### config.mk
export PLATFORM = sky130hd
export DESIGN_NAME = smsd_sqrt
export DESIGN_NICKNAME = d
export VERILOG_FILES = /design/src/sv/smsd_sqrt.sv
export SDC_FILE = /design/constraint.sdc
export NUM_CORES = 1
export LEC_CHECK = 0
export BUFFER_PORTS_ARGS = -buffer_cell sky130_fd_sc_hd__clkbuf_2
export CAP_MARGIN = 20
export CORE_ASPECT_RATIO = 0.8
export CORE_UTILIZATION = 45
export CTS_BUF_LIST = sky130_fd_sc_hd__clkbuf_4 sky130_fd_sc_hd__clkbuf_8 sky130_fd_sc_hd__clkbuf_16
export CTS_CLUSTER_DIAMETER = 40
export DETAILED_ROUTE_END_ITERATION = 10
export PLACE_DENSITY = 0.61
export REMOVE_ABC_BUFFERS = 1
export SYNTH_ARGS = -nofsm -noshare
export SYNTH_HDL_FRONTEND = slang
export SYNTH_SLANG_ARGS = --single-unit
### constraint.sdc
create_clock -name clk -period 20.1 [get_ports clk]
set_clock_uncertainty 0.1 [all_clocks]
set_input_delay 3.015 -clock clk [delete_from_list [all_inputs] [get_ports clk]]
set_output_delay 3.015 -clock clk [all_outputs]
set_load 0.005 [all_outputs]
### src/sv/smsd_sqrt.sv
// ----------------------------------------------------------------------------
// smsd_sqrt
// Bitwise integer square root of a 64-bit value, one root bit per cycle.
// ----------------------------------------------------------------------------
module smsd_sqrt
(
    input  logic        clk,
    input  logic        rst_n,
    input  logic        start,
    input  logic [63:0] value,
    output logic        done,
    output logic [31:0] root
);

    logic        busy_reg;
    logic [4:0]  cnt_reg;
    logic [63:0] v_reg;
    logic [63:0] r_reg;
    logic [63:0] b_reg;
    logic [63:0] sum;
    logic        done_reg;

    assign sum = r_reg + b_reg;

    always_ff @(posedge clk or negedge rst_n)
    begin
        if (!rst_n)
        begin
            busy_reg <= 1'b0;
            done_reg <= 1'b0;
            cnt_reg  <= '0;
        end
        else
        begin
            done_reg <= 1'b0;
            if (start)
            begin
                busy_reg <= 1'b1;
                cnt_reg  <= '0;
            end
            else if (busy_reg)
            begin
                cnt_reg <= cnt_reg + 5'd1;
                if (cnt_reg == 5'd31)
                begin
                    busy_reg <= 1'b0;
                    done_reg <= 1'b1;
                end
            end
        end
    end

    // Starting the bit at the top is equivalent to skipping the oversized bits.
    always_ff @(posedge clk)
    begin
        if (start)
        begin
            v_reg <= value;
            r_reg <= '0;
            b_reg <= 64'h4000_0000_0000_0000;
        end
        else if (busy_reg)
        begin
            if (v_reg >= sum)
            begin
                v_reg <= v_reg - sum;
                r_reg <= (r_reg >> 1) + b_reg;
            end
            else
            begin
                r_reg <= r_reg >> 1;
            end
            b_reg <= b_reg >> 2;
        end
    end

    assign done = done_reg;
    assign root = r_reg[31:0];

endmodule

==> results of run 1 <==
## routing by layer
| layer | vias up | global-route usage [%] | wire length (um) |
|---|---|---|---|
| met3 | 22 | 4.813 | 3819 |
| met2 | 522 | 35.16 | 17970 |
| met1 | 6858 | 42.93 | 24530 |
| met5 | - | 0 | 0 |
| li1 | 7141 | - | - |
| met4 | 0 | 5.078 | 442 |
## final cells by class
class,count,share of cell area [%]
multi-input cells,1587,64.07
flip-flops and latches,167,24.32
repair buffers,107,3.593
well taps,465,3.517
clock buffers,20,2.814
inverters,46,1.044
clock inverters,12,0.6429
## metrics by stage
stage	instance area (sq um)	setup slack (ns)	power (mW)	util [%]	hold WS, ns
after floorplan	14780	9.994	1.521	-	0.3817
after global placement	15940	13.05	1.872	47.09	0.3904
after detailed placement	15940	12.92	1.879	47.09	0.4019
after CTS	16510	12.90	2.223	48.78	0.4119
after global routing	16540	12.31	2.423	48.86	0.4361
final	16540	12.76	2.252	48.86	0.4090
## cell families after synthesis
logic type | after synthesis | synth area share, %
compound gates | 637 | 27.53
simple gates | 617 | 18.10
buf+inv | 190 | 6.189
flops | 167 | 25.82
xor+xnor | 157 | 8.834
fa+ha+maj | 133 | 10.74
mux | 43 | 2.789
## synth_stat cells, types with 10 or more instances
cell type,n
a211oi_1,37
a21o_1,56
a21oi_1,120
a221oi_1,12
a311oi_1,20
a31o_2,19
a31oi_1,60
and2_1,14
and3_1,17
buf_4,33
clkbuf_1,85
dfxtp_1,96
edfxtp_1,64
ha_1,132
inv_1,46
mux2i_1,40
nand2_1,235
nand3_1,34
nand4_1,40
nor2_1,188
nor2b_1,12
nor3_1,25
nor4_1,10
o211ai_1,13
o21a_1,17
o21ai_0,150
o21bai_1,39
o31ai_1,12
xnor2_1,74
xor2_1,83
## critical path, cell delays in order, from the launching register on
cell	delay [ns]
dfxtp_1	0.39
ha_1	0.39
nand4_1	0.11
o21ai_0	0.69
a221oi_1	0.21
o21ai_0	0.52
a31oi_1	0.22
o21ai_0	0.36
a21oi_1	0.20
nor2_1	0.11
o21ai_0	0.10
xor2_1	0.18
ha_1	0.38
and4_1	0.23
or3b_1	0.38
nor3_1	0.25
nand3_1	0.12
a211oi_1	0.23
o31ai_1	0.18
and2_2	0.23
buf_4	0.32
o21ai_4	0.19
buf_4	0.73
## where the power goes
part           internal [mW]  switching, mW  leakage [nW]
clock                  0.172          0.159         0.276
sequential             0.484         0.0803          1.54
combinational          0.514          0.842          5.02
total                   1.17           1.08          6.83
## path summary, 6_finish.rpt
| kind | startpoint | to | slack [ns] |
|---|---|---|---|
| min in group asynchronous | rst_n | done | 2.27 |
| setup reg to reg | r_reg[4] | v_reg[16] | 12.76 |
| max in group asynchronous | rst_n | busy_reg | 17.44 |
| setup / recovery | r_reg[4] | v_reg[16] | 12.76 |
| hold reg to reg | r_reg[0] | r_reg[0] | 0.41 |
| hold / removal | r_reg[0] | r_reg[0] | 0.41 |
==> impl_metrics.toml, run 1 <==
[drt]
ant_nets = 0
routed_wl_um = 46770
post_drt_wl_per_cell_um = 19.45
vias = 14540
drcViolationCount = 0
drt_iter0_markers = 1501
vias_per_cell = 6.050
first_pass_iters = 5

[synth]
synth_warnings = 0
netlist_top_cells_area = "dfxtp_1, edfxtp_1, ha_1"
synth_edf_count = 64
async_reset_ff_share_pct = 4.192
synth_top_area_share_pct = 12.35
syn_area_sq_um = 15570
syn_area_per_cell_sq_um = 8.007
ys.flop_type = "dfxtp_1"
ys_ff_latch = 167
yosysSeqAreaShare_pct = 25.82
ys_types = 97
syn_inst = 1944
yosys.area.top_type = "dfxtp_1"

[setup_path]
endpoint_kind = "register"
reg2regPathDepth = 22
crit_required_ns = 20.09
cp-start-kind = "register"
worst_ep_arrival_time_ns = 7.33
crit_type = "register to register"
path_max_fanout = 64

[final_layout]
multi_input_area_sq_um = 10600
nFillCells = 3332
final_nets = 2126
drive_gt1_share_pct = 10.16
diodes = 0
area_growth_pct = 6.269
seq_area_sq_um = 4023
final_common_cell = "nand2_1"
final_cell_mix = "nand2_1, nor2_1, o21ai_0, ha_1, a21oi_1"
final_cells = 2404

[global_routing]
grt_max_degree = 168
grtUsageTotal_pct = 26.46
grt_pass1_wl_um = 73380
grt_pass1_vias = 12870
overflow = 0
antenna_found_initial = 0

[flow_run]
cap_violations = 0

[placement]
portBuffers = 99
dpl.cell_count = 2371
dp_hpwl_um = 35240
gp_congestion = 0.9056

[floorplan]
die_x_um = 209.9
dieArea_sq_um = 35340
ios = 100
rows = 60
fp.coreArea_sq_um = 33860
start_util_pct = 45.98
fp.dieH_um = 168.4

[clock_tree]
root_buffer = "clkbuf_16"
post-cts-setup-buffers = 0
cts_tree = "done"
htree_levels = 4
cts.clk_slew.worst_paths_ns = 0.07
cts_resized = 0
clkLatencyLatePin_ns = 0.47
cts.path.max_buffers = 2
cts_hold_buf = 0
cts_made_buffers = 17
cts.sinks = 167

[power_and_ir_drop]
p_leak_nw = 6.831
ir_worst_vdd_mv = 0.1137
power.density_nw_per_um2 = 136.1

[timing]
worstMarginPinSlew_ns = 1.005
setup_violations = 0
min_period_ns = 7.344
slew_headroom_pct = 33.02
rsz0062_at_grt = "no"
drv_slew = 0
fin_crit_sh_pct = 36.54
hold_viol = 0
setup_tns_ns = 0
fmax_ghz = 0.1362

[status]
outcome = "finished clean"

[worst_hold_path]
hold_path.class = "register to register"
whs_path_depth = 2
Power figures use the tool's default switching activity.
==> run 2: changes to the inputs <==
Clock period 20.1 ns to 6.9 ns, I/O delays scaled along.
==> run 2 against run 1 <==
Power rose to 3.0 times the previous value. Die area did not move. Clock power rose to 3.2 times the previous value. Maximum frequency rose by 13%. Cell area up 0.65%. Wire length fell by 2.0%. Critical endpoint is now r_reg[45]. Largest cell class unchanged.
==> impl_metrics.toml, run 2 (synthesis results as in run 1) <==
[power_and_ir_drop]
combPwrFrac_pct = 59.6
seq_power_share_pct = 24.6
power.density_nw_per_um2 = 399.1
total_power_mw = 6.645
intPower_mw = 3.530
p_clk_share_pct = 15.7
switchingPower_mw = 3.115
p_sw_share_pct = 46.88
p_leak_nw = 6.897
ir_worst_vdd_mv = 0.1931

[placement]
gp_congestion = 0.9009
portBuffers = 99
dp_hpwl_um = 35430

[clock_tree]
cts_made_buffers = 17
clkLatencyLatePin_ns = 0.46
htree_levels = 4
cts.clk_slew.worst_paths_ns = 0.07
root_buffer = "clkbuf_16"
cts.path.max_buffers = 2
cts_tree = "done"
cts.sinks = 167
post-cts-setup-buffers = 0

[timing]
min_period_ns = 6.483
drv_slew = 0
slew_headroom_pct = 32.19
setup_tns_ns = 0
fmax_ghz = 0.1542
fin_crit_sh_pct = 93.96
worstMarginPinSlew_ns = 1.017
hold_viol = 0
setup_violations = 0
rsz0062_at_grt = "no"

[floorplan]
rows = 60
dieArea_sq_um = 35340
die_x_um = 209.9
start_util_pct = 45.98
ios = 100
fp.coreArea_sq_um = 33860
fp.dieH_um = 168.4

[setup_path]
crit_slowest_cell = "and2_4"
cp-start-kind = "register"
worst_ep_arrival_time_ns = 6.75
path_cells = "ha_1 > a31oi_1 > a211oi_1 > buf_4 > a221o_1 > a31o_2 > a31o_2 > nor2_1 > o31ai_1 > a21oi_1 > xor2_1 > ha_1 > a21oi_1 > o21ai_0 > nand2_1 > o211ai_1 > and3_1 > a211oi_1 > and2_4 > buf_12 > a21oi_1 > xnor2_1 > a211oi_1"
slowest_delay_ns = 0.45
crit_type = "register to register"
path_max_fanout = 34
endpoint_kind = "register"
crit_required_ns = 7.17

[drt]
post_drt_wl_per_cell_um = 19.02
ant_nets = 0
vias_per_cell = 6.002
drcViolationCount = 0
vias = 14470
first_pass_iters = 5
routed_wl_um = 45850
drt_iter0_markers = 1418

[global_routing]
grt_max_degree = 90
antenna_found_initial = 0
grt_pass1_vias = 12910
grt_pass1_wl_um = 71810
grtUsageTotal_pct = 25.72
overflow = 0

[status]
outcome = "finished clean"

[final_layout]
diodes = 0
nFillCells = 3294
final_nets = 2132
area_growth_pct = 6.961
final_cell_mix = "nand2_1, nor2_1, o21ai_0, ha_1, a21oi_1"
drive_gt1_share_pct = 10.44
final_core_util_pct = 49.18
final_common_cell = "nand2_1"

[flow_run]
cap_violations = 0

[worst_hold_path]
hold_path.class = "input port to async pin"
[run 2: what timing repair did]
| action | 4_1_cts | 5_1_grt |
|---|---|---|
| hold buffers | 0 | 0 |
| resized for setup | 0 | 2 |
| endpoints found under the setup margin | 0 | 86 |
[run 2: worst paths after layout]
check,start,endpoint,slack (ns),cells past startpoint
min in group clk,r_reg[0],r_reg[0],0.41,2
max reg2reg,r_reg[2],r_reg[45],0.42,23
max in group asynchronous,rst_n,busy_reg,6.22,1
min,rst_n,done,0.30,1
min reg2reg,r_reg[0],r_reg[0],0.41,2
max,r_reg[2],r_reg[45],0.42,23
[run 2: through the flow]
stage	instances	hold WS (ns)	instance area [sq um]	setup WS, ns
floorplan	1800	0.3817	14780	-3.206
global placement	2378	0.3938	16020	0.3786
detailed placement	2378	0.4051	16020	0.3350
CTS	2410	0.2939	16650	0.2890
global route	2410	0.2871	16650	0.03867
finish	2410	0.2971	16650	0.4167
[run 2: final cells by class]
type                    instances  area (sq um)  share of cell area [%]
clock buffers                  22         499.2                   2.998
flip-flops and latches        167          4023                   24.16
multi-input cells            1587         10600                   63.67
inverters                      46         172.7                   1.037
clock inverters                10         128.9                  0.7740
repair buffers                113         644.4                   3.870
well taps                     465         581.8                   3.494
[run 2: layer usage]
layer | vias up | wire (um) | track usage (%)
li1 | 7128 | - | -
met1 | 6750 | 24050 | 41.66
met2 | 547 | 17680 | 34.10
met3 | 41 | 3440 | 4.253
met4 | 0 | 670 | 5.998
met5 | - | 0 | 0
[run 2: power groups by stage]
| stage | clock network (mW) | logic (mW) | registers (mW) |
|---|---|---|---|
| 2_1_floorplan | 0 | 2.84 | 1.59 |
| 3_3_place_gp | 0 | 3.84 | 1.65 |
| 3_5_place_dp | 0 | 3.86 | 1.65 |
| 4_1_cts | 1.07 | 3.89 | 1.63 |
| 5_1_grt | 1.10 | 4.35 | 1.66 |
| 6_report | 1.05 | 3.96 | 1.64 |
[run 2: critical path, delay by kind of cell (launching register included)]
family	cells	cell delay, ns
AOI/OAI and AO/OA	13	3.38
and+or+nand+nor	4	0.86
adders and majority gates	2	0.66
xor gates and xnor gates	2	0.50
DFF	1	0.44
buffers and inverters	2	0.44
