<file path="src/sv/smsd_pkg.sv">
// ----------------------------------------------------------------------------
// smsd_pkg
// Types shared by the sample mean and deviation core.
// ----------------------------------------------------------------------------
package smsd_pkg;

    typedef struct packed {
        logic signed [15:0] sample;
        logic               is_last;
    } smsd_in_t;

    typedef struct packed {
        logic signed [15:0] mean;
        logic        [15:0] std_dev;
        logic        [10:0] sample_count;
        logic               overflow;
    } smsd_out_t;

    // Request to and status from the shared divider.
    typedef struct packed {
        logic        start;
        logic [63:0] dividend;
        logic [16:0] divisor;
    } smsd_div_req_t;

    typedef struct packed {
        logic        done;
        logic [63:0] quotient;
    } smsd_div_rsp_t;

endpackage

</file>
<file path="src/sv/smsd_div.sv">
// ----------------------------------------------------------------------------
// smsd_div
// Restoring unsigned divider, one quotient bit per cycle.
// ----------------------------------------------------------------------------
module smsd_div
    import smsd_pkg::*;
(
    input  logic          clk,
    input  logic          rst_n,
    input  smsd_div_req_t req,
    output smsd_div_rsp_t rsp
);

    logic        busy_reg;
    logic [5:0]  cnt_reg;
    logic [63:0] quo_reg;
    logic [17:0] rem_reg;
    logic [16:0] dvs_reg;
    logic [17:0] trial;
    logic        done_reg;

    assign trial = {rem_reg[16:0], quo_reg[63]};

    always_ff @(posedge clk or negedge rst_n)
    begin
        if (!rst_n)
        begin
            busy_reg <= 1'b0;
            done_reg <= 1'b0;
            cnt_reg  <= '0;
        end
        else
        begin
            done_reg <= 1'b0;
            if (req.start)
            begin
                busy_reg <= 1'b1;
                cnt_reg  <= '0;
            end
            else if (busy_reg)
            begin
                cnt_reg <= cnt_reg + 6'd1;
                if (cnt_reg == 6'd63)
                begin
                    busy_reg <= 1'b0;
                    done_reg <= 1'b1;
                end
            end
        end
    end

    always_ff @(posedge clk)
    begin
        if (req.start)
        begin
            quo_reg <= req.dividend;
            rem_reg <= '0;
            dvs_reg <= req.divisor;
        end
        else if (busy_reg)
        begin
            if (trial >= {1'b0, dvs_reg})
            begin
                rem_reg <= trial - {1'b0, dvs_reg};
                quo_reg <= {quo_reg[62:0], 1'b1};
            end
            else
            begin
                rem_reg <= trial;
                quo_reg <= {quo_reg[62:0], 1'b0};
            end
        end
    end

    assign rsp.done     = done_reg;
    assign rsp.quotient = quo_reg;

endmodule

</file>
<file path="config.mk">
export PLATFORM = sky130hd
export DESIGN_NAME = smsd_div
export DESIGN_NICKNAME = d
export VERILOG_FILES = /design/src/sv/smsd_pkg.sv /design/src/sv/smsd_div.sv
export SDC_FILE = /design/constraint.sdc
export NUM_CORES = 1
export LEC_CHECK = 0
export ABC_CLOCK_PERIOD_IN_PS = 6600
export BUFFER_PORTS_ARGS = -buffer_cell sky130_fd_sc_hd__buf_2
export CAP_MARGIN = 10
export CORE_ASPECT_RATIO = 1.1
export CORE_MARGIN = 2
export CORE_UTILIZATION = 56
export DETAILED_ROUTE_END_ITERATION = 8
export HOLD_SLACK_MARGIN = 0.12
export PLACE_DENSITY = 0.85
export SETUP_SLACK_MARGIN = 0.1
export SYNTH_ARGS = -nofsm -noshare
export SYNTH_HDL_FRONTEND = slang
export SYNTH_SLANG_ARGS = --single-unit
</file>
<file path="constraint.sdc">
create_clock -name clk -period 6.6 [get_ports clk]
set_input_delay 0.33 -clock clk [delete_from_list [all_inputs] [get_ports clk]]
set_output_delay 0.33 -clock clk [all_outputs]
set_load 0.005 [all_outputs]
</file>
==> summary.md, run 1 <==
| Metric | Value |
|---|---|
| Status | `complete, no violations` |
| Reg2reg end | `quo_reg[0]` |
| First-pass GRT wire length | `17800 microns` |
| Cell Rows | `37` |
| Comb pwr share | `14.3%` |
| Clock Tree Buf Depth | `2` |
| Final setup fails | `0` |
| Skew-Pair Late Insertion Delay | `0.37 ns` |
| Largest stage delay on the critical path | `0.43 ns` |
| Setup crit end kind | `flop` |
| Die Width | `96.2 microns` |
| Final Max Slew Viols | `0` |
| Worst-Margin Slew | `1.07 ns` |
| Bufs and invs on worst path | `3` |
| Clk root buf | `clkbuf_8` |
| Chip Height | `105 microns` |
| Cell internal pwr | `0.00103 W` |
| Cts bufs inserted | `9` |
| Yosys Warn Count | `0` |
| Final wirelength | `11000 microns` |
| Hold Path Stages | `1` |
| DRT Pass-1 Iters | `4` |
| Largest net degree at the start of global routing | `72` |
| Net Count, Synth | `519` |
| Worst r2r src | `quo_reg[63]` |
| Post-synth EDFFs | `81` |
| Fillers | `695` |
| Core ar. | `0.00921 sq mm` |
| Most frequent cells after synthesis | `81 x edfxtp_1, 64 x mux2_2, 32 x nor2_1` |
| Max FFs per register | `64` |
| Rel. slew slack | `28.4%` |
| Final HPWL DP | `8070 microns` |
| Synth Register Bits | `106` |
| CTS Sinks | `106` |
| Max Clk Rate | `0.317 GHz` |
| Initial antenna violation count | `0` |
| Initial Util | `56.8%` |
| Setup CP Type | `flop to flop` |
| Drt drc | `0` |
| Worst R2R Setup Slack | `3.45 ns` |
| Htree depth | `3` |
| Delay-heaviest family, CP | `compound AO/OA/AOI/OAI gates` |
| Share of post-route cells with drive strength above 1 | `43.1%` |
| Wire per inst | `16.0 microns` |
| Psw | `0.000346 W` |
| Placed Instances | `667` |
| Buffers inserted by post-CTS timing repair | `0` |
| Critical path peak fanout | `14` |
| Worst-case reg-to-reg path depth | `10` |
| Antenna Violating Nets Remaining | `0` |
| Most frequent CP cell | `inv_1` |
| Synth top area cells | `edfxtp_1 46%, mux2_2 14%, dfxtp_1 6.5%, ha_1 4.3%, dfrtp_1 3.8%` |
| Final Net Count | `671` |
| Die area | `0.0101 sq mm` |
| DRT iter0 DRCs | `117` |
| Clock Skew | `0.0125 ns` |
| Overall Global Routing Usage | `22.5%` |
| Fin. Hold Viols | `0` |
| Max cap viols | `0` |
| Total grt overflow | `0` |
| Vias in the first global route | `3860` |
| DR vias | `3765` |
| Vias per cell | `5.46` |
| Clock-pin slew on the worst setup and hold paths | `0.10 ns` |
| Post-synth cell types | `48` |
| Leak | `2.67 nW` |
| Port buffer count | `148` |
| Hold WC Path Type | `primary input to flop` |
| GP Congestion | `0.905` |
| I/O pins | `149` |
| Flop pwr share | `58.8%` |
| Mean Syn Cell Area | `12.6 sq um` |
| Yosys top cell by area | `edfxtp_1` |
| Final cell count without fillers | `690` |
| ANT cells | `0` |
| Hold Path End | `dvs_reg[11]` |
| Crit-path slowest cell | `edfxtp_1` |
| CTS tree | `built` |
| Most frequent cell after synthesis | `edfxtp_1` |
| Crit path time final | `3.15 ns` |
| WP data required | `6.72 ns` |
| Switching part of the total | `25.2%` |
| Area Overhead vs Synth | `20.6%` |
| Ys flop type | `edfxtp_1` |
| Clock power frac | `27.0%` |
| RSZ-0062 raised after global routing | `false` |
| CP arrival | `3.28 ns` |
| Peak VDD IR | `0.137 mV` |
| Sequential area share after synthesis | `56.8%` |
| Mapped Area | `0.00524 sq mm` |
| Hold Crit Start | `req[11]` |
| Final worst-path cycle share | `47.8%` |
| Critical path, cell by cell | `inv_1, ha_1, inv_1, fa_1, a211oi_1, o21ai_0, a31oi_1, a211oi_4, buf_4, mux2_2` |
| Post-synthesis cell count | `416` |
| Crit path launch type | `flop` |
| Setup TNS | `0 ns` |
| Asr flop ratio synth | `7.55%` |
| Share of the synthesized area in the top cell type | `46.5%` |
| Pwr Density | `217 mW/mm^2` |
==> per-stage QoR <==
| stage | worst slack (ns) | utilization, % | instance area (sq um) | hold slack, ns | power (W) |
|---|---|---|---|---|---|
| after global routing | 3.26 | 68.5 | 6310 | 0.120 | 0.00143 |
| after global placement | 3.60 | 65.8 | 6060 | 0.174 | 0.00101 |
| final | 3.45 | 68.5 | 6310 | 0.135 | 0.00137 |
| after CTS | 3.46 | 68.1 | 6270 | 0.120 | 0.00138 |
| after floorplan | 3.89 | - | 5240 | 0.0344 | 0.000920 |
| after detailed placement | 3.45 | 65.8 | 6060 | 0.181 | 0.00101 |
==> logic make-up after synthesis <==
logic type / Yosys count / synth area share [%]
compound gates: 79 / 10.3
xor+xnor: 16 / 2.68
fa+ha+maj: 19 / 4.68
buf+inv: 38 / 3.13
flops: 106 / 56.8
mux: 70 / 14.9
simple gates: 88 / 7.51
==> worst register-to-register path, cell delays in order (launching register included) <==
cell,delay (ns)
edfxtp_1,0.43
inv_1,0.08
ha_1,0.16
inv_1,0.05
fa_1,0.41
a211oi_1,0.42
o21ai_0,0.16
a31oi_1,0.42
a211oi_4,0.24
buf_4,0.27
mux2_2,0.27
==> cell type report <==
class	count	area (sq um)	area share, %
Clock buffer	9	124	1.96
Multi-Input combinational cell	272	2100	33.2
Clock inverter	7	55.1	0.872
Sequential cell	106	2970	47.1
Timing Repair Buffer	158	836	13.2
Tap cell	117	146	2.32
Inverter	21	78.8	1.25
==> worst max path at each step <==
stage / start / endpoint / slack [ns] / cells after the start
finish: quo_reg[63] / quo_reg[0] / 3.45 / 10
global route: quo_reg[63] / rem_reg[4] / 3.26 / 12
CTS: quo_reg[63] / quo_reg[0] / 3.46 / 10
detailed placement: quo_reg[63] / quo_reg[0] / 3.45 / 10
global placement: quo_reg[63] / quo_reg[0] / 3.60 / 10
floorplan: quo_reg[63] / quo_reg[0] / 3.89 / 10
==> power by group through the flow <==
stage               Clock (W)  Sequential (W)  Combinational (W)
floorplan                   0        0.000819           0.000101
CTS                  0.000377        0.000807           0.000195
detailed placement          0        0.000820           0.000193
global placement            0        0.000818           0.000187
global route         0.000404        0.000813           0.000215
finish               0.000370        0.000806           0.000196
==> routing by layer <==
metal	share of wire (%)	track usage [%]
met5	0	0
met4	1.3	7.45
met3	7.1	5.86
met2	51	37.8
met1	40	28.0
==> cells in the final DEF, fill, tap and decap left out, types with 2 or more instances in the layout <==
| cell | n |
|---|---|
| nand4b_1 | 2 |
| inv_1 | 20 |
| o21ai_0 | 17 |
| and2_1 | 2 |
| a211oi_2 | 4 |
| mux2i_1 | 6 |
| or3_1 | 2 |
| a21oi_1 | 18 |
| xnor2_1 | 9 |
| clkinv_4 | 4 |
| nor2_1 | 32 |
| o21a_1 | 3 |
| buf_2 | 147 |
| dfrtp_1 | 8 |
| edfxtp_1 | 81 |
| nand2_1 | 29 |
| nor2b_1 | 3 |
| nor3_1 | 7 |
| a21o_1 | 3 |
| dlygate4sd3_1 | 7 |
| o21ai_1 | 12 |
| buf_4 | 4 |
| a31oi_1 | 4 |
| ha_1 | 18 |
| mux2_2 | 64 |
| nand3_1 | 2 |
| clkbuf_8 | 9 |
| nand4_1 | 4 |
| xor2_1 | 7 |
| o21ai_2 | 4 |
| dfxtp_1 | 17 |
| a211oi_1 | 4 |
==> what timing repair did <==
item	in CTS	in global routing
resized for setup	0	0
hold endpoints to repair	10	4
hold buffers	3	4
(Power assumes the default switching activity.)
==> inputs of run 2 (changes only) <==
- ABC_AREA: unset -> 1
- ABC_CLOCK_PERIOD_IN_PS: 6600 -> 3230
- CORE_UTILIZATION: 56 -> 53
- PLACE_DENSITY: 0.85 -> 0.8
- clock period: 6.6 -> 3.23 ns (I/O delays scaled with it)
==> summary.md, run 2 <==
| Metric | Value |
|---|---|
| Status | `complete, no violations` |
| Worst-Margin Slew | `0.904 ns` |
| Most frequent cell after synthesis | `nand2_1` |
| Final cell count without fillers | `1061` |
| I/O pins | `149` |
| Die area | `0.0114 sq mm` |
| ANT cells | `0` |
| Cell Rows | `39` |
| Most frequent cells after synthesis | `329 x nand2_1, 85 x inv_1, 81 x edfxtp_1` |
| Yosys Warn Count | `0` |
| Skew-Pair Late Insertion Delay | `0.34 ns` |
| DRT iter0 DRCs | `332` |
| Peak VDD IR | `0.293 mV` |
| Post-synth EDFFs | `81` |
| Ys flop type | `edfxtp_1` |
| Post-CTS resize count | `0` |
| CTS tree | `built` |
| Net Count, Synth | `794` |
| Hold WC Path Type | `primary input to flop` |
| Fin. Hold Viols | `0` |
| First-pass GRT wire length | `26700 microns` |
| CP arrival | `2.73 ns` |
| Initial antenna violation count | `0` |
| DR vias | `5546` |
| Clock Skew | `0.00955 ns` |
| Post-cts hold buffer count | `80` |
| Crit path time final | `2.45 ns` |
| WP data required | `3.51 ns` |
| Drt drc | `0` |
| Die Width | `102 microns` |
| Crit-path slowest cell | `fa_1` |
| Setup CP Type | `flop to flop` |
| Synth Register Bits | `106` |
| Worst R2R Setup Slack | `0.78 ns` |
| Clk root buf | `clkbuf_16` |
| Setup crit end kind | `flop` |
| Number of cells on the critical path | `11` |
| Htree depth | `3` |
| Largest stage delay on the critical path | `0.42 ns` |
| Share of post-route cells with drive strength above 1 | `19.1%` |
| Commonest cells after routing, fill and taps aside | `329 x nand2_1, 148 x buf_2, 85 x inv_1, 81 x edfxtp_1, 80 x dlygate4sd3_1` |
| Setup TNS | `0 ns` |
| Chip Height | `112 microns` |
| Worst-case reg-to-reg path depth | `11` |
| Max FFs per register | `64` |
| Multi-input gate area | `0.00216 sq mm` |
| Synth top area cells | `edfxtp_1 44%, nand2_1 22%, dfxtp_1 6.1%, inv_1 5.7%, nand3_1 4.3%` |
| Area Overhead vs Synth | `34.8%` |
| Vias in the first global route | `5812` |
| Final Max Slew Viols | `0` |
| Max Clk Rate | `0.408 GHz` |
| Final setup fails | `0` |
| Sequential area share after synthesis | `53.3%` |
| Clock Tree Buf Depth | `2` |
| Final Cell Area | `0.00752 sq mm` |
| Asr flop ratio synth | `7.55%` |
| Cts bufs inserted | `9` |
| Buffers inserted by post-CTS timing repair | `0` |
| Critical path, cell by cell | `inv_1, ha_1, inv_1, fa_1, nand3_1, nand3_2, nand2_2, nand2_2, nand2_1, nand3_1, nand2_1` |
| Fillers | `775` |
| DRT Pass-1 Iters | `5` |
| Mean Syn Cell Area | `8.08 sq um` |
| Reg2reg end | `rem_reg[14]` |
| Pwr Density | `582 mW/mm^2` |
| Post-DP Area | `0.00643 sq mm` |
| Clock-pin slew on the worst setup and hold paths | `0.07 ns` |
| Share of the synthesized area in the top cell type | `43.6%` |
| Crit path to | `rem_reg[14]` |
| Crit path launch type | `flop` |
| Final Net Count | `1016` |
| Antenna Violating Nets Remaining | `0` |
| Total power | `0.00438 W` |
| CP startpoint | `quo_reg[63]` |
| Post-synth cell types | `30` |
| Mapped Area | `0.00558 sq mm` |
| Leak | `3.94 nW` |
| Wire per inst | `15.6 microns` |
| Vias per cell | `5.23` |
| Critical path peak fanout | `20` |
| Largest net degree at the start of global routing | `64` |
| Rel. slew slack | `39.5%` |
| Final HPWL DP | `9650 microns` |
| GP Congestion | `0.853` |
| Core ar. | `0.0103 sq mm` |
| Most common cell after layout, fill and taps aside | `nand2_1` |
| Overall Global Routing Usage | `29.9%` |
| Worst r2r src | `quo_reg[63]` |
| RSZ-0062 raised after global routing | `false` |
| Storage element area | `0.00297 sq mm` |
| Total grt overflow | `0` |
| Post-synthesis cell count | `691` |
| Bufs and invs on worst path | `2` |
| Port buffer count | `148` |
| Initial Util | `53.9%` |
| Placed Instances | `965` |
| Yosys top cell by area | `edfxtp_1` |
| Final wirelength | `16600 microns` |
| Delay-heaviest family, CP | `simple AND/OR/NAND/NOR gates` |
| CTS Sinks | `106` |
| Final worst-path cycle share | `75.9%` |
| Max cap viols | `0` |
[run 2: cell types whose count changed after synthesis, sizes merged, moves of 6 or more]
cell | previous run | this run
a211oi | 9 | 0
a21oi | 18 | 11
clkbuf | 9 | 15
inv | 21 | 87
mux2 | 64 | 0
mux2i | 6 | 0
nand2 | 30 | 332
nand3 | 2 | 49
nand3b | 0 | 6
nor2 | 33 | 27
o21ai | 33 | 12
xor2 | 7 | 0
[run 2: per-stage QoR]
stage / setup slack (ns) / hold slack (ns) / utilization, %
after global placement: 0.898 / 0.0114 / 62.1
after CTS: 0.757 / 0.128 / 72.7
after detailed placement: 0.792 / 0.0141 / 62.1
after floorplan: 1.29 / -0.134 / -
final: 0.779 / 0.129 / 72.7
after global routing: 0.537 / 0.153 / 72.7
[run 2: per-layer routing]
metal  global-route usage (%)  up-vias  part of all wire, %
li1                         -     2620                    -
met2                     52.5      312                   51
met1                     34.1     2555                   37
met3                     6.47       59                  8.2
met4                     14.3        0                  3.8
met5                        0        -                    0
[run 2: cells by family after synthesis]
group	count (synthesis)	share of synthesized area, %
flops	106	53.3
buf+inv	109	8.03
simple gates	423	30.6
fa+ha+maj	19	4.39
compound gates	27	2.62
xor+xnor	7	1.10
[run 2: worst min path at each step]
| stage | start | to | slack [ns] | cells after the start |
|---|---|---|---|---|
| 4_1_cts | req[80] | quo_reg[63] | 0.13 | 3 |
| 3_5_place_dp | rst_n | done_reg | 0.01 | 1 |
| 3_3_place_gp | rst_n | done_reg | 0.01 | 1 |
| 6_report | req[80] | quo_reg[63] | 0.13 | 3 |
| 5_1_grt | req[80] | quo_reg[63] | 0.15 | 3 |
| 2_1_floorplan | rst_n | busy_reg | -0.13 | 0 |
[run 2: cell type report]
cell class | instances | area share, %
Clock inverter | 7 | 0.915
Inverter | 87 | 4.34
Timing Repair Buffer | 233 | 21.2
Clock buffer | 9 | 2.99
Sequential cell | 106 | 39.5
Tap cell | 143 | 2.38
Multi-Input combinational cell | 476 | 28.7
[run 2: worst reg2reg max path: stages, from the launching register on]
cell	delay, ns
edfxtp_1	0.38
inv_1	0.10
ha_1	0.17
inv_1	0.08
fa_1	0.42
nand3_1	0.12
nand3_2	0.12
nand2_2	0.37
nand2_2	0.31
nand2_1	0.16
nand3_1	0.09
nand2_1	0.07
[run 2: report_power, final]
group          total [W]  internal, W  switching, W
Combinational    0.00148     0.000599      0.000882
Sequential       0.00178      0.00166      0.000118
Clock            0.00112     0.000602      0.000517
Total            0.00438      0.00286       0.00152
==> inputs of run 3 (changes only) <==
- ABC_CLOCK_PERIOD_IN_PS: 3230 -> 2000
- CORE_UTILIZATION: 53 -> 48
- PLACE_DENSITY: 0.8 -> 0.77
- clock period: 3.23 -> 2 ns (I/O delays scaled with it)
==> summary.md, run 3 (same netlist as run 2, synthesis figures left out) <==
| Metric | Value |
|---|---|
| Largest stage delay on the critical path | `0.41 ns` |
| Switching part of the total | `36.1%` |
| Crit path launch type | `flop` |
| CTS Sinks | `106` |
| Antenna Violating Nets Remaining | `0` |
| Worst-Margin Slew | `0.649 ns` |
| Worst-case reg-to-reg path depth | `12` |
| Core ar. | `0.0114 sq mm` |
| Pwr Density | `985 mW/mm^2` |
| Fin. Hold Viols | `0` |
| ANT cells | `0` |
| Chip Height | `117 microns` |
| Initial antenna violation count | `0` |
| Largest net degree at the start of global routing | `59` |
| Initial Util | `49.0%` |
| Leak | `4.26 nW` |
| CP arrival | `2.28 ns` |
| CP startpoint | `quo_reg[63]` |
| Total power | `0.00829 W` |
| Cell internal pwr | `0.00530 W` |
| Crit-path slowest cell | `edfxtp_1` |
| Peak VDD IR | `0.577 mV` |
| DRT Pass-1 Iters | `4` |
| Critical path peak fanout | `5` |
| Critical path, cell by cell | `inv_2, ha_4, inv_4, fa_2, nand3_2, nand3_4, nand2_8, nand2_8, buf_12, nand2_1, nand3_1, o21ai_0` |
| Skew-Pair Late Insertion Delay | `0.35 ns` |
| Flop pwr share | `35.2%` |
| RSZ-0062 raised after global routing | `true` |
| Max Clk Rate | `0.496 GHz` |
| Worst R2R Setup Slack | `-0.01 ns` |
| Most frequent CP cell | `nand2_8` |
| Rel. slew slack | `56.8%` |
| First-pass GRT wire length | `26700 microns` |
| Status | `complete, but fails checks` |
| Htree depth | `3` |
| Max FFs per register | `64` |
| Worst r2r src | `quo_reg[63]` |
| Hold WC Path Type | `primary input to flop` |
| Port buffer count | `148` |
| Overall Global Routing Usage | `27.2%` |
| DRT iter0 DRCs | `369` |
| Most common cell after layout, fill and taps aside | `nand2_1` |
| Max cap viols | `0` |
| CTS tree | `built` |
| Final HPWL DP | `9710 microns` |
| Failing checks | `negative setup slack` |
| Clock-pin slew on the worst setup and hold paths | `0.07 ns` |
| Final wirelength | `18000 microns` |
| Setup CP Type | `flop to flop` |
| Commonest cells after routing, fill and taps aside | `309 x nand2_1, 148 x buf_2, 84 x dlygate4sd3_1, 81 x edfxtp_1, 78 x inv_1` |
| Clock Skew | `0.00590 ns` |
| I/O pins | `149` |
| Crit path to | `rem_reg[4]` |
| Area Overhead vs Synth | `50.7%` |
| DR vias | `5722` |
| Wire per inst | `16.3 microns` |
| Final Net Count | `1051` |
| Setup crit end kind | `flop` |
| Drt drc | `0` |
| Cts bufs inserted | `9` |
| Share of post-route cells with drive strength above 1 | `29.0%` |
| Total grt overflow | `0` |
| Clk root buf | `clkbuf_16` |
| Placed Instances | `983` |
| GP Congestion | `0.973` |
| Die area | `0.0125 sq mm` |
| Clock Tree Buf Depth | `2` |
| Fillers | `770` |
| Crit path time final | `2.01 ns` |
| WP data required | `2.26 ns` |
| Vias per cell | `5.19` |
| Final cell count without fillers | `1103` |
| Setup ws final | `-0.0144 ns` |
| Final Max Slew Viols | `0` |
| Cell Rows | `41` |
| Clock power frac | `22.3%` |
| Comb pwr share | `42.5%` |
| Psw | `0.00299 W` |
| Final setup fails | `1` |
| Reg2reg end | `rem_reg[4]` |
| Die Width | `107 microns` |
| Final worst-path cycle share | `101%` |
| Vias in the first global route | `5655` |
## run 3: cell type report
| type | instances | area, sq um | area share [%] |
|---|---|---|---|
| clock inverter | 6 | 72.6 | 0.863 |
| clock buffer | 10 | 239 | 2.84 |
| sequential | 106 | 2970 | 35.3 |
| multi-input combinational | 476 | 2630 | 31.3 |
| timing repair buffer | 268 | 1980 | 23.5 |
| inverter | 87 | 329 | 3.91 |
| tap | 150 | 188 | 2.23 |
## run 3: metrics by stage
stage,cell area [sq um],TNS [ns],hold WS (ns),setup WS (ns),util [%]
after detailed placement,6560,0,-0.0454,0.0220,57.6
after global placement,6560,0,-0.0416,0.0456,57.6
final,8410,-0.0144,0.285,-0.0144,73.9
after CTS,8030,0,0.263,0.112,70.5
after floorplan,5580,0,-0.196,0.121,-
after global routing,8410,-0.419,0.312,-0.0935,73.9
## run 3: how the worst min path moves through the flow
stage,start,end,slack [ns],depth (start not counted)
floorplan,rst_n,busy_reg,-0.20,0
finish,req[81],cnt_reg[0],0.29,4
global route,req[81],dvs_reg[4],0.31,2
detailed placement,rst_n,cnt_reg[4],-0.05,1
global placement,rst_n,done_reg,-0.04,1
CTS,req[81],cnt_reg[0],0.26,4
## run 3: routing by layer
| layer | global-route usage (%) | part of all wire [%] | vias up |
|---|---|---|---|
| li1 | - | - | 2698 |
| met1 | 32.5 | 38 | 2647 |
| met2 | 47.5 | 50 | 319 |
| met3 | 6.31 | 8.0 | 58 |
| met4 | 11.4 | 3.9 | 0 |
| met5 | 0 | 0 | - |
## run 3: critical path: cells and delay by family, from the launching register on
kind	cells	cell delay, ns
AND/OR/NAND/NOR	6	0.59
buffers and inverters	3	0.29
flip-flops	1	0.41
adder cells (fa/ha/maj)	2	0.54
AO/OA/AOI/OAI	1	0.10
## run 3: timing repair
item / in CTS / in global routing
cloned: 1 / 1
hold buffers: 84 / 0
pin swaps: 11 / 25
hold endpoints to repair: 89 / 0
endpoints found under the setup margin: 16 / 18
setup buffers: 16 / 7
gates resized for setup: 32 / 76
## run 3: power groups by stage
stage	clock network (W)	registers, W	logic [W]
detailed placement	0	0.00289	0.00235
floorplan	0	0.00288	0.00165
finish	0.00184	0.00292	0.00352
global route	0.00197	0.00295	0.00384
global placement	0	0.00290	0.00232
CTS	0.00188	0.00288	0.00283
